### config.mk
export PLATFORM = sky130hd
export DESIGN_NAME = multi_channel_quadrature_decoder_top
export DESIGN_NICKNAME = d
export VERILOG_FILES = /design/src/sv/mcqd_pkg.sv /design/src/sv/mcqd_chan_bank.sv /design/src/sv/mcqd_step.sv /design/src/sv/multi_channel_quadrature_decoder_top.sv
export SDC_FILE = /design/constraint.sdc
export NUM_CORES = 1
export LEC_CHECK = 0
export BUFFER_PORTS_ARGS = -buffer_cell sky130_fd_sc_hd__buf_2
export CORE_MARGIN = 5
export CORE_UTILIZATION = 40
export CTS_BUF_LIST = sky130_fd_sc_hd__clkbuf_8
export CTS_CLUSTER_SIZE = 12
export DETAILED_ROUTE_END_ITERATION = 7
export SLEW_MARGIN = 10
export SYNTH_ARGS = -nofsm -noshare
export SYNTH_HDL_FRONTEND = slang
export SYNTH_SLANG_ARGS = --single-unit
### constraint.sdc
create_clock -name clk -period 3.9 [get_ports clk]
set_input_delay 0 -clock clk [delete_from_list [all_inputs] [get_ports clk]]
set_output_delay 0 -clock clk [all_outputs]
set_load 0.1 [all_outputs]
### src/sv/mcqd_pkg.sv
`timescale 1ns / 1ps
// shared types, codes and the transition table of the quadrature decoder
// no dependencies; used by every module of the block

package mcqd_pkg;

	// item kinds carried in the input tuser
	typedef enum logic [1:0] {
		KIND_SAMPLE = 2'd0,
		KIND_CLEAR  = 2'd1,
		KIND_READ   = 2'd2,
		KIND_RSVD   = 2'd3
	} kind_t;

	// direction codes kept as the last step of a channel
	localparam logic [1:0] DIR_NONE = 2'd0;
	localparam logic [1:0] DIR_UP   = 2'd1;
	localparam logic [1:0] DIR_DOWN = 2'd3;

	// both pins changed at once
	localparam logic [1:0] DELTA_SKIP = 2'd3;

	localparam int CHAN_W  = 2;
	localparam int AB_W    = 2;
	localparam int COUNT_W = 32;

	// step direction indexed by {previous ab, new ab}
	localparam logic [1:0] STEP_DIR [16] = '{
		DIR_NONE, DIR_UP,   DIR_DOWN, DIR_NONE,
		DIR_DOWN, DIR_NONE, DIR_NONE, DIR_UP,
		DIR_UP,   DIR_NONE, DIR_NONE, DIR_DOWN,
		DIR_NONE, DIR_DOWN, DIR_UP,   DIR_NONE
	};

	typedef struct packed {
		logic [COUNT_W-1:0] count;
		logic [AB_W-1:0]    prev_ab;
		logic [1:0]         last_dir;
	} chan_state_t;

endpackage

### src/sv/mcqd_chan_bank.sv
`timescale 1ns / 1ps
// per-channel decoder state: count, previous ab and last direction
// depends on mcqd_pkg

module mcqd_chan_bank #(
	parameter int CHANNELS = 4
) (
	input  logic                        clk,
	input  logic                        arst_n,
	input  logic [mcqd_pkg::CHAN_W-1:0] sel_ch,
	output logic                        sel_hit,
	output mcqd_pkg::chan_state_t       sel_state,
	input  logic                        wr_en,
	input  mcqd_pkg::chan_state_t       wr_state
);

	mcqd_pkg::chan_state_t state_q [CHANNELS];
	logic [CHANNELS-1:0] hit;

	always_comb begin
		sel_state = '0;
		for (int i = 0; i < CHANNELS; i++) begin
			hit[i] = (int'(sel_ch) == i);
			if (hit[i]) begin
				sel_state = state_q[i];
			end
		end
	end

	assign sel_hit = |hit;

	always_ff @(posedge clk or negedge arst_n) begin
		if (!arst_n) begin
			for (int i = 0; i < CHANNELS; i++) begin
				state_q[i] <= '0;
			end
		end else begin
			for (int i = 0; i < CHANNELS; i++) begin
				if (wr_en && hit[i]) begin
					state_q[i] <= wr_state;
				end
			end
		end
	end

endmodule

### src/sv/mcqd_step.sv
`timescale 1ns / 1ps
// next-state and result logic for one item on one channel
// depends on mcqd_pkg

module mcqd_step (
	input  mcqd_pkg::kind_t                kind,
	input  logic [mcqd_pkg::AB_W-1:0]      ab,
	input  logic                           enabled,
	input  logic                           hit,
	input  mcqd_pkg::chan_state_t          cur_state,
	output mcqd_pkg::chan_state_t          nxt_state,
	output logic                           upd,
	output logic                           progressed,
	output logic [mcqd_pkg::COUNT_W-1:0]   position
);

	logic [mcqd_pkg::AB_W-1:0] delta;
	logic [1:0]                tdir;
	logic [1:0]                use_dir;
	logic                      do_step;

	always_comb begin
		delta      = cur_state.prev_ab ^ ab;
		tdir       = mcqd_pkg::STEP_DIR[{cur_state.prev_ab, ab}];
		nxt_state  = cur_state;
		upd        = 1'b0;
		progressed = 1'b0;
		do_step    = 1'b0;
		use_dir    = cur_state.last_dir;
		unique case (kind)
			mcqd_pkg::KIND_SAMPLE: begin
				if (enabled && hit && delta != '0) begin
					upd               = 1'b1;
					nxt_state.prev_ab = ab;
					if (delta == mcqd_pkg::DELTA_SKIP) begin
						// skipped state: repeat last step
						do_step    = 1'b1;
						progressed = 1'b1;
					end else if (tdir != mcqd_pkg::DIR_NONE) begin
						do_step            = 1'b1;
						use_dir            = tdir;
						nxt_state.last_dir = tdir;
						progressed         = 1'b1;
					end
				end
			end
			mcqd_pkg::KIND_CLEAR: begin
				if (hit) begin
					upd       = 1'b1;
					nxt_state = '{count: '0, prev_ab: ab, last_dir: mcqd_pkg::DIR_NONE};
				end
			end
			mcqd_pkg::KIND_READ, mcqd_pkg::KIND_RSVD: begin
			end
			default: begin
			end
		endcase
		if (do_step) begin
			if (use_dir == mcqd_pkg::DIR_UP) begin
				nxt_state.count = cur_state.count + 32'd1;
			end else if (use_dir == mcqd_pkg::DIR_DOWN) begin
				nxt_state.count = cur_state.count - 32'd1;
			end
		end
		position = hit ? nxt_state.count : '0;
	end

endmodule

### src/sv/multi_channel_quadrature_decoder_top.sv
`timescale 1ns / 1ps
// top level of the multi-channel x4 quadrature decoder
// depends on mcqd_pkg, mcqd_chan_bank and mcqd_step
//
// usage
//   s_* stream: one word per item; s_tuser is the item kind (sample, clear,
//     read), s_tdata carries the channel and the sampled A/B pins
//   m_* stream: exactly one word per accepted item, in order, holding the
//     channel, its signed count after the item and a progress flag
//   cfg_*: write of the channel enable mask, always ready; write only
//     while the block is idle
// an accepted item passes the input register, then the result register, to m_*
// throughput: one item per cycle while m_tready keeps the output moving, also
//   back to back on the same channel, since the state of a channel is updated
//   in the same edge that moves the result into the output register
// stall: while m_tready is low the output register holds; one more item
//   can wait in the input register, then s_tready drops
// reset: counts, previous ab, last directions and the enable mask clear,
//   both pipeline registers empty

module multi_channel_quadrature_decoder_top #(
	parameter int CHANNELS = 4
) (
	input  logic        clk,
	input  logic        arst_n,
	// input stream
	input  logic        s_tvalid,
	output logic        s_tready,
	input  logic [7:0]  s_tdata,   // [1:0] channel, [3:2] ab, [7:4] zero
	input  logic [1:0]  s_tuser,   // [1:0] kind
	// result stream
	output logic        m_tvalid,
	input  logic        m_tready,
	output logic [39:0] m_tdata,   // [1:0] channel_out, [33:2] position, [39:34] zero
	output logic [0:0]  m_tuser,   // [0] progressed
	// configuration
	input  logic        cfg_valid,
	output logic        cfg_ready,
	input  logic [3:0]  cfg_data   // [3:0] channel_enable
);

	// input register
	logic                          valid_s1;
	mcqd_pkg::kind_t               kind_s1;
	logic [mcqd_pkg::CHAN_W-1:0]   ch_s1;
	logic [mcqd_pkg::AB_W-1:0]     ab_s1;

	// result register
	logic                          out_valid_q;
	logic [mcqd_pkg::CHAN_W-1:0]   out_ch_q;
	logic [mcqd_pkg::COUNT_W-1:0]  out_pos_q;
	logic                          out_prog_q;

	logic [3:0]                    enable_q;

	logic                          advance;
	logic                          s_accept;
	logic                          sel_hit;
	mcqd_pkg::chan_state_t         cur_state;
	mcqd_pkg::chan_state_t         nxt_state;
	logic                          upd;
	logic                          progressed;
	logic [mcqd_pkg::COUNT_W-1:0]  position;

	// the input word moves on when the result register frees up
	assign advance   = !out_valid_q || m_tready;
	assign s_tready  = !valid_s1 || advance;
	assign s_accept  = s_tvalid && s_tready;
	assign cfg_ready = 1'b1;

	always_ff @(posedge clk or negedge arst_n) begin
		if (!arst_n) begin
			enable_q <= '0;
		end else if (cfg_valid) begin
			enable_q <= cfg_data;
		end
	end

	always_ff @(posedge clk or negedge arst_n) begin
		if (!arst_n) begin
			valid_s1 <= 1'b0;
		end else if (s_tready) begin
			valid_s1 <= s_tvalid;
		end
	end

	// payload of the input register, no reset
	always_ff @(posedge clk) begin
		if (s_accept) begin
			kind_s1 <= mcqd_pkg::kind_t'(s_tuser);
			ch_s1   <= s_tdata[1:0];
			ab_s1   <= s_tdata[3:2];
		end
	end

	mcqd_chan_bank #(
		.CHANNELS (CHANNELS)
	) u_bank (
		.clk       (clk),
		.arst_n    (arst_n),
		.sel_ch    (ch_s1),
		.sel_hit   (sel_hit),
		.sel_state (cur_state),
		.wr_en     (valid_s1 && advance && upd),
		.wr_state  (nxt_state)
	);

	mcqd_step u_step (
		.kind       (kind_s1),
		.ab         (ab_s1),
		.enabled    (enable_q[ch_s1]),
		.hit        (sel_hit),
		.cur_state  (cur_state),
		.nxt_state  (nxt_state),
		.upd        (upd),
		.progressed (progressed),
		.position   (position)
	);

	always_ff @(posedge clk or negedge arst_n) begin
		if (!arst_n) begin
			out_valid_q <= 1'b0;
		end else if (advance) begin
			out_valid_q <= valid_s1;
		end
	end

	// result payload, no reset
	always_ff @(posedge clk) begin
		if (advance && valid_s1) begin
			out_ch_q   <= ch_s1;
			out_pos_q  <= position;
			out_prog_q <= progressed;
		end
	end

	assign m_tvalid = out_valid_q;
	assign m_tdata  = {6'd0, out_pos_q, out_ch_q};
	assign m_tuser  = out_prog_q;

`ifndef SYNTH
	// a cleared channel reports a zero count and no progress
	a_clear_zero: assert property (@(posedge clk) disable iff (!arst_n)
		valid_s1 && advance && kind_s1 == mcqd_pkg::KIND_CLEAR
		|=> m_tvalid && out_pos_q == '0 && !out_prog_q)
		else $error("clear did not report a zero count");

	// only samples can report progress
	a_prog_sample: assert property (@(posedge clk) disable iff (!arst_n)
		valid_s1 && advance && kind_s1 != mcqd_pkg::KIND_SAMPLE
		|=> !out_prog_q)
		else $error("progress flagged on a non-sample item");

	// an empty output stage never blocks the input
	a_ready_free: assert property (@(posedge clk) disable iff (!arst_n)
		!out_valid_q |-> s_tready)
		else $error("input stalled with empty output register");

	// state only changes when an item leaves the input register
	a_bank_stable: assert property (@(posedge clk) disable iff (!arst_n)
		!(valid_s1 && advance) |=> $stable(u_bank.state_q[0]))
		else $error("channel state changed without an item");
`endif

endmodule

# Word-level counts from Yosys, hierarchy flattened

Memories as Yosys holds them, arrays and structs flattened.
Index checks and enable logic that the tools add are counted.
W data, S select, Z words.

Bits in writable memories: 0
Bits of input ports: 19
Word-level logic and storage cells: 79
Output and inout bits: 44
ROM bits: 32
Memories kept: 1
Bits in registers: 191
Bits in latches: 0

Order comparisons: 2
Add/subtract/negate cells: 2
$mul: 0
Mux-type cells: 26
Div/mod/pow operators: 0
Shift-type cells: 0
Equal/unequal tests: 7
Reduce and logical (&&, ||, !) cells: 18
Bitwise operators: 2

Memories:

| memory           | words | bits a word | read ports | clocked after Yosys merged registers in | wr ports | RTL line        | source |
|---|---|---|---|---|---|---|---|
| (name not given) | 16    | 2           | 1          | 0                                       | 0        | mcqd_step.sv:24 | `tdir = mcqd_pkg::STEP_DIR[{cur_state.prev_ab, ab}];` |

Operators by type and width:

| operator                | count |
|---|---|
| $mux W36                | 5 |
| $mux W32                | 4 |
| $add A32 B1 Y32 const B | 1 |
| $sub A32 B1 Y32 const B | 1 |
| $mux W2                 | 6 |
| $logic_and A1 B1 Y1     | 9 |
| $eq A2 B2 Y1 const B    | 4 |
| $pmux W4 S2             | 1 |
| $mux W1                 | 7 |
| $eq A2 B1 Y1 const B    | 3 |
| $ge A5 B5 Y1 const B    | 1 |
| $not A4 Y5              | 1 |
| $logic_not A2 Y1        | 2 |
| $mux W4                 | 1 |
| $reduce_bool A2 Y1      | 2 |
| $reduce_or A4 Y1        | 1 |
| $lt A2 B3 Y1 const B    | 1 |
| $bmux W1 S2             | 1 |
| $logic_not A1 Y1        | 2 |
| $logic_or A1 B1 Y1      | 2 |
| $pmux W1 S2             | 1 |
| $xor A2 B2 Y2           | 1 |

# Logic depth before layout (Yosys ltp)

Depth after elaboration: 18
Gate-level depth with buffers: 14
Gate-level depth less buffers: 10

# Cells and area by module

A second synthesis with hierarchy kept.

Cells, all modules: 852
Area, all modules: 10667.7 sq um

Modules (own cells, without submodules):

| module                               | cells each | instances | area an instance (sq um) |
|---|---|---|---|
| mcqd_chan_bank                       | 353        | 1         | 6401.1 |
| mcqd_step                            | 431        | 1         | 2712.6 |
| multi_channel_quadrature_decoder_top | 68         | 1         | 1554.0 |

# Worst setup path before layout

OpenSTA, ideal clock, no wires.

Path type: register to register
From: register ch_s1[0] (netlist bit)
To: register out_pos_q[23] (netlist bit) (data pin)
Path slack: 0.459 ns
Arrival: 3.176 ns
Data required time: 3.635 ns
Cell stages (with the launch flop): 12
Path buffers: 3
Cells stage by stage: edfxtp_1 > buf_6 > buf_12 > buf_12 > mux4_2 > or4_4 > nor3_4 > nand2_1 > or4_1 > a21oi_1 > mux2i_1 > inv_1

Cells in the longest elaborated chain, start to end: 18
Elaborated cells on any way between the ends: 38
Those cells by class: 2 x add/sub; 6 x eq/ne; 21 x mux; 2 x bitwise; 6 x reduce/logical; 1 x memory

RTL lines:

| element                                     | RTL line                                    | source |
|---|---|---|
| start, declared                             | multi_channel_quadrature_decoder_top.sv:45  | `logic [mcqd_pkg::CHAN_W-1:0] ch_s1;` |
| start signal, assigned                      | multi_channel_quadrature_decoder_top.sv:91  | `ch_s1 <= s_tdata[1:0];` |
| $logic_not A2 Y1                            | mcqd_chan_bank.sv:23                        | `hit[i] = (int'(sel_ch) == i);` |
| $mux W36 (4 in series)                      | mcqd_chan_bank.sv:24                        | `if (hit[i]) begin` |
| $not A4 Y5 (not written as such)            | mcqd_step.sv:24                             |  |
| $mem_v2 Z16 W2                              | -                                           |  |
| $mux W2 (not written as such) (2 in series) | mcqd_step.sv:24                             |  |
| $reduce_bool A2 Y1                          | mcqd_step.sv:39                             | `end else if (tdir != mcqd_pkg::DIR_NONE) begin` |
| $mux W2                                     | mcqd_step.sv:39                             |  |
| $mux W2                                     | mcqd_step.sv:35                             | `if (delta == mcqd_pkg::DELTA_SKIP) begin` |
| $mux W2                                     | mcqd_step.sv:32                             | `if (enabled && hit && delta != '0) begin` |
| $mux W2                                     | mcqd_step.sv:30                             | `unique case (kind)` |
| $eq A2 B2 Y1                                | mcqd_step.sv:61                             | `end else if (use_dir == mcqd_pkg::DIR_DOWN) begin` |
| $mux W32                                    | mcqd_step.sv:61                             |  |
| $mux W32                                    | mcqd_step.sv:59                             | `if (use_dir == mcqd_pkg::DIR_UP) begin` |
| $mux W32                                    | mcqd_step.sv:58                             | `if (do_step) begin` |
| end signal, assigned                        | multi_channel_quadrature_decoder_top.sv:132 | `out_pos_q <= position;` |
| end, declared                               | multi_channel_quadrature_decoder_top.sv:51  | `logic [mcqd_pkg::COUNT_W-1:0] out_pos_q;` |

Parallel ways exist; a longest one is shown, timed or not. The select of a mux whose other input is x is not followed.
A chain may end at the register's enable or synchronous reset.

# Worst setup path after layout

Ends and elaborated chain as after synthesis.

==> flow_summary_export.csv <==
group,metric,value,unit
sta,tns,0,ns
detailed_routing,wl_met2,11100,microns
synth,synthFlopType,"dfrtp_1",
detailed_routing,via_count,7433,
sta,slew_violations,0,
detailed_routing,drtIter0Drc,487,
detailed_routing,drc,0,
detailed_routing,first_pass_iters,5,
floorplanning,die_y,167,microns
clocking,clockRootBuffer,"clkbuf_8",
place,gp_congestion,0.943,
worst_setup_path,path_class,"reg -> reg",
floorplanning,die_area,0.0279,sq mm
power_and_ir_drop,swShare,0.391,
power_and_ir_drop,power.internal,0.00421,W
synth,synth_fa_ha_area_frac,0.00762,
place,port_buffers,51,
synth,synth_top_cell_by_area,"dfrtp_1",
final_layout,area_growth,14.8,%
clocking,clock_path_buffers,2,
power_and_ir_drop,comb_power_share,0.386,
clocking,htree_levels,4,
clocking,cts_sinks,191,
worst_setup_path,path_buf_inv,4,
detailed_routing,final_antenna_net_count,0,
floorplanning,start_util,0.405,
sta,fin_crit_sh,0.964,
synth,synth_xor_area_frac,0.0193,
final_layout,nNetsFinal,1055,
sta,clock.fmax,0.266,GHz
power_and_ir_drop,vdd_ir_drop_max,0.328,mV
detailed_routing,top_layer,"met4",
floorplanning,io_pins,63,
clocking,numCtsBuffers,17,
sta,worst_slew_pin_slew,0.797,ns
grt,grt_antenna_before_repair,0,
sta,whs,0.150,ns
worst_setup_path,crit_family,"simple AND/OR/NAND/NOR gates",
worst_setup_path,endpoint_kind,"flip-flop",
grt,grt_max_degree,84,
worst_setup_path,crit_path_max_incr_delay,0.62,ns
sta,rsz0062_at_grt,"true",
power_and_ir_drop,pwr-share-seq,0.425,
power_and_ir_drop,p_clk_frac,0.189,
synth,synth_mux_area_frac,0.116,
sta,slew_headroom,0.465,
sta,period_minus_slack,3.76,ns
grt,grt_pass1_vias,7358,
final_layout,drive_gt1_frac,0.196,
detailed_routing,met1Wirelength,11500,microns
grt,gr-total-overflow,0,
synth,synth_top_family_by_area,"simple AND/OR/NAND/NOR gates",
sta,clock-skew-final,0.0156,ns
worst_setup_path,path_max_fanout,20,
power_and_ir_drop,p_leak,4.61,nW
synth,yosys-top-cells-area,"dfrtp_1, edfxtp_1, mux4_2",
floorplanning,core,0.0243,sq mm
synth,synth-async-reset-ratio,0.785,
detailed_routing,met3_length,963,microns
final_layout,antennaDiodeCount,0,
worst_setup_path,critical_path_required,4.13,ns
detailed_routing,wl_per_cell,17.4,microns
synth,synthCells,947,
synth,synth_area,0.00985,sq mm
synth,yosysWarnings,0,
synth,synthTopCellsByCount,"dfrtp_1, nor2_1, a21oi_1",
clocking,cts_tree,"done",
grt,grt_usage,0.175,
synth,synth_edf_count,41,
run_status,status,"finished, final reports clean",
clocking,clk_pin_slew,0.10,ns
grt,grt_pass1_wl,39800,microns
synth,yosysUniqueCellTypes,70,
worst_setup_path,cp_cell_sequence,"buf_12 -> buf_4 -> mux4_2 -> or4_4 -> nor3_4 -> nand2_1 -> or4_1 -> a21oi_1 -> mux2i_1 -> buf_4 -> inv_1",
synth,yosys.area.top_type_share,0.381,
synth,yosys.area_share.simple,0.167,
worst_setup_path,cpMostUsedCell,"buf_4",
run,cap_violations,0,
synth,synth_most_common_cell,"dfrtp_1",
synth,ys_seq_elements,191,
synth,seq_area_frac_synth,0.506,
place,dp_hpwl,16400,microns
clocking,clock_latency,0.46,ns
synth,synth_compound_area_frac,0.132,
sta,hold_viol,0,
sta,setup_violations,0,
synth,synth.avg_cell_area,10.4,sq um
floorplanning,die-width,167,microns
power_and_ir_drop,power_switching,0.00270,W
hold_path,hold_class,"in -> async",
detailed_routing,finalWirelength,23800,microns
worst_setup_path,crit_slowest_cell,"or4_4",
detailed_routing,viasPerCell,5.44,
worst_setup_path,cp-start-kind,"flip-flop",
floorplanning,rows,57,
power_and_ir_drop,power_density,612,mW/mm^2
worst_setup_path,crit_arrival,3.99,ns
-- sequential cells by signal, summed over array words and instances, names as in the netlist --
signal / cells
ab_s1: 2
ch_s1: 2
enable_q: 4
kind_s1: 2
m_tuser: 1
m_tvalid: 1
out_ch_q: 2
out_pos_q: 32
u_bank.state_q: 144
valid_s1: 1
-- cell type report --
cell class / instances / area [sq um]
clock buffer: 18 / 248
clock inverter: 14 / 140
fill: 2281 / 13000
inverter: 38 / 143
multi-input combinational: 655 / 4440
sequential: 191 / 4980
tap: 324 / 405
timing repair buffer: 127 / 943
-- routing by layer --
metal / track usage / up-vias
met4: 0.0473 / 0
li1: - / 3573
met1: 0.256 / 3654
met3: 0.0275 / 20
met5: 0 / -
met2: 0.272 / 186
-- worst register-to-register path: stages (launching register included) --
cell	delay (ns)
edfxtp_1	0.54
buf_12	0.24
buf_4	0.20
mux4_2	0.54
or4_4	0.62
nor3_4	0.17
nand2_1	0.12
or4_1	0.43
a21oi_1	0.17
mux2i_1	0.30
buf_4	0.19
inv_1	0.04
-- cell usage in the layout, fill, tap and decap left out, types with 18 or more instances in the layout --
cell type        n
dfrtp_1        150
nor2_1         138
a21oi_1        100
nand2_1         71
buf_4           52
buf_2           50
o21ai_0         42
edfxtp_1        41
inv_1           39
mux4_2          28
nand3_1         26
a31oi_1         24
mux2i_1         20
clkbuf_8        18
dlygate4sd3_1   18
-- metrics by stage --
step / instances / area, sq um / total power (W) / worst slack (ns) / util
2_1_floorplan: 952 / 9870 / 0.00492 / 0.459 / -
3_3_place_gp: 1316 / 10700 / 0.00554 / 0.119 / 0.439
3_5_place_dp: 1316 / 10700 / 0.00560 / 0.0651 / 0.439
4_1_cts: 1366 / 11300 / 0.00693 / 0.0295 / 0.463
5_1_grt: 1367 / 11300 / 0.00737 / -0.0364 / 0.465
6_report: 1367 / 11300 / 0.00692 / 0.141 / 0.465
-- cells by family (layout without fill, tap and decap cells) --
logic type	count (synthesis)	after routing
adder cells (fa/ha/maj)	6	6
flip-flops	191	191
other	2	7
AND/OR/NAND/NOR	338	338
multiplexers	64	64
AO/OA/AOI/OAI	222	222
XOR/XNOR	18	18
buffers and inverters	106	197
-- power groups by stage --
| stage | combinational [W] | clock (W) | sequential (W) |
|---|---|---|---|
| after floorplan | 0.00156 | 0 | 0.00337 |
| after global placement | 0.00258 | 0 | 0.00296 |
| after detailed placement | 0.00262 | 0 | 0.00298 |
| after CTS | 0.00264 | 0.00135 | 0.00294 |
| after global routing | 0.00293 | 0.00144 | 0.00301 |
| final | 0.00267 | 0.00131 | 0.00294 |
-- final timing paths --
check | slack, ns | to | cells after the start | start
setup / recovery | 0.14 | out_pos_q[23] | 11 | ch_s1[0]
hold / removal | 0.15 | enable_q[2] | 2 | arst_n
setup reg to reg | 0.14 | out_pos_q[23] | 11 | ch_s1[0]
hold reg to reg | 0.49 | u_bank.state_q[76] | 2 | u_bank.state_q[76]
max in group asynchronous | 2.75 | u_bank.state_q[45] | 3 | arst_n
min in group clk | 0.24 | ch_s1[0] | 2 | s_tdata[0]
-- what timing repair did --
action	CTS	global route
setup endpoints to repair	0	21
setup buffers	0	1
hold buffers	18	0
hold endpoints to repair	93	0
resized for setup	0	8
(Power assumes the default switching activity.)
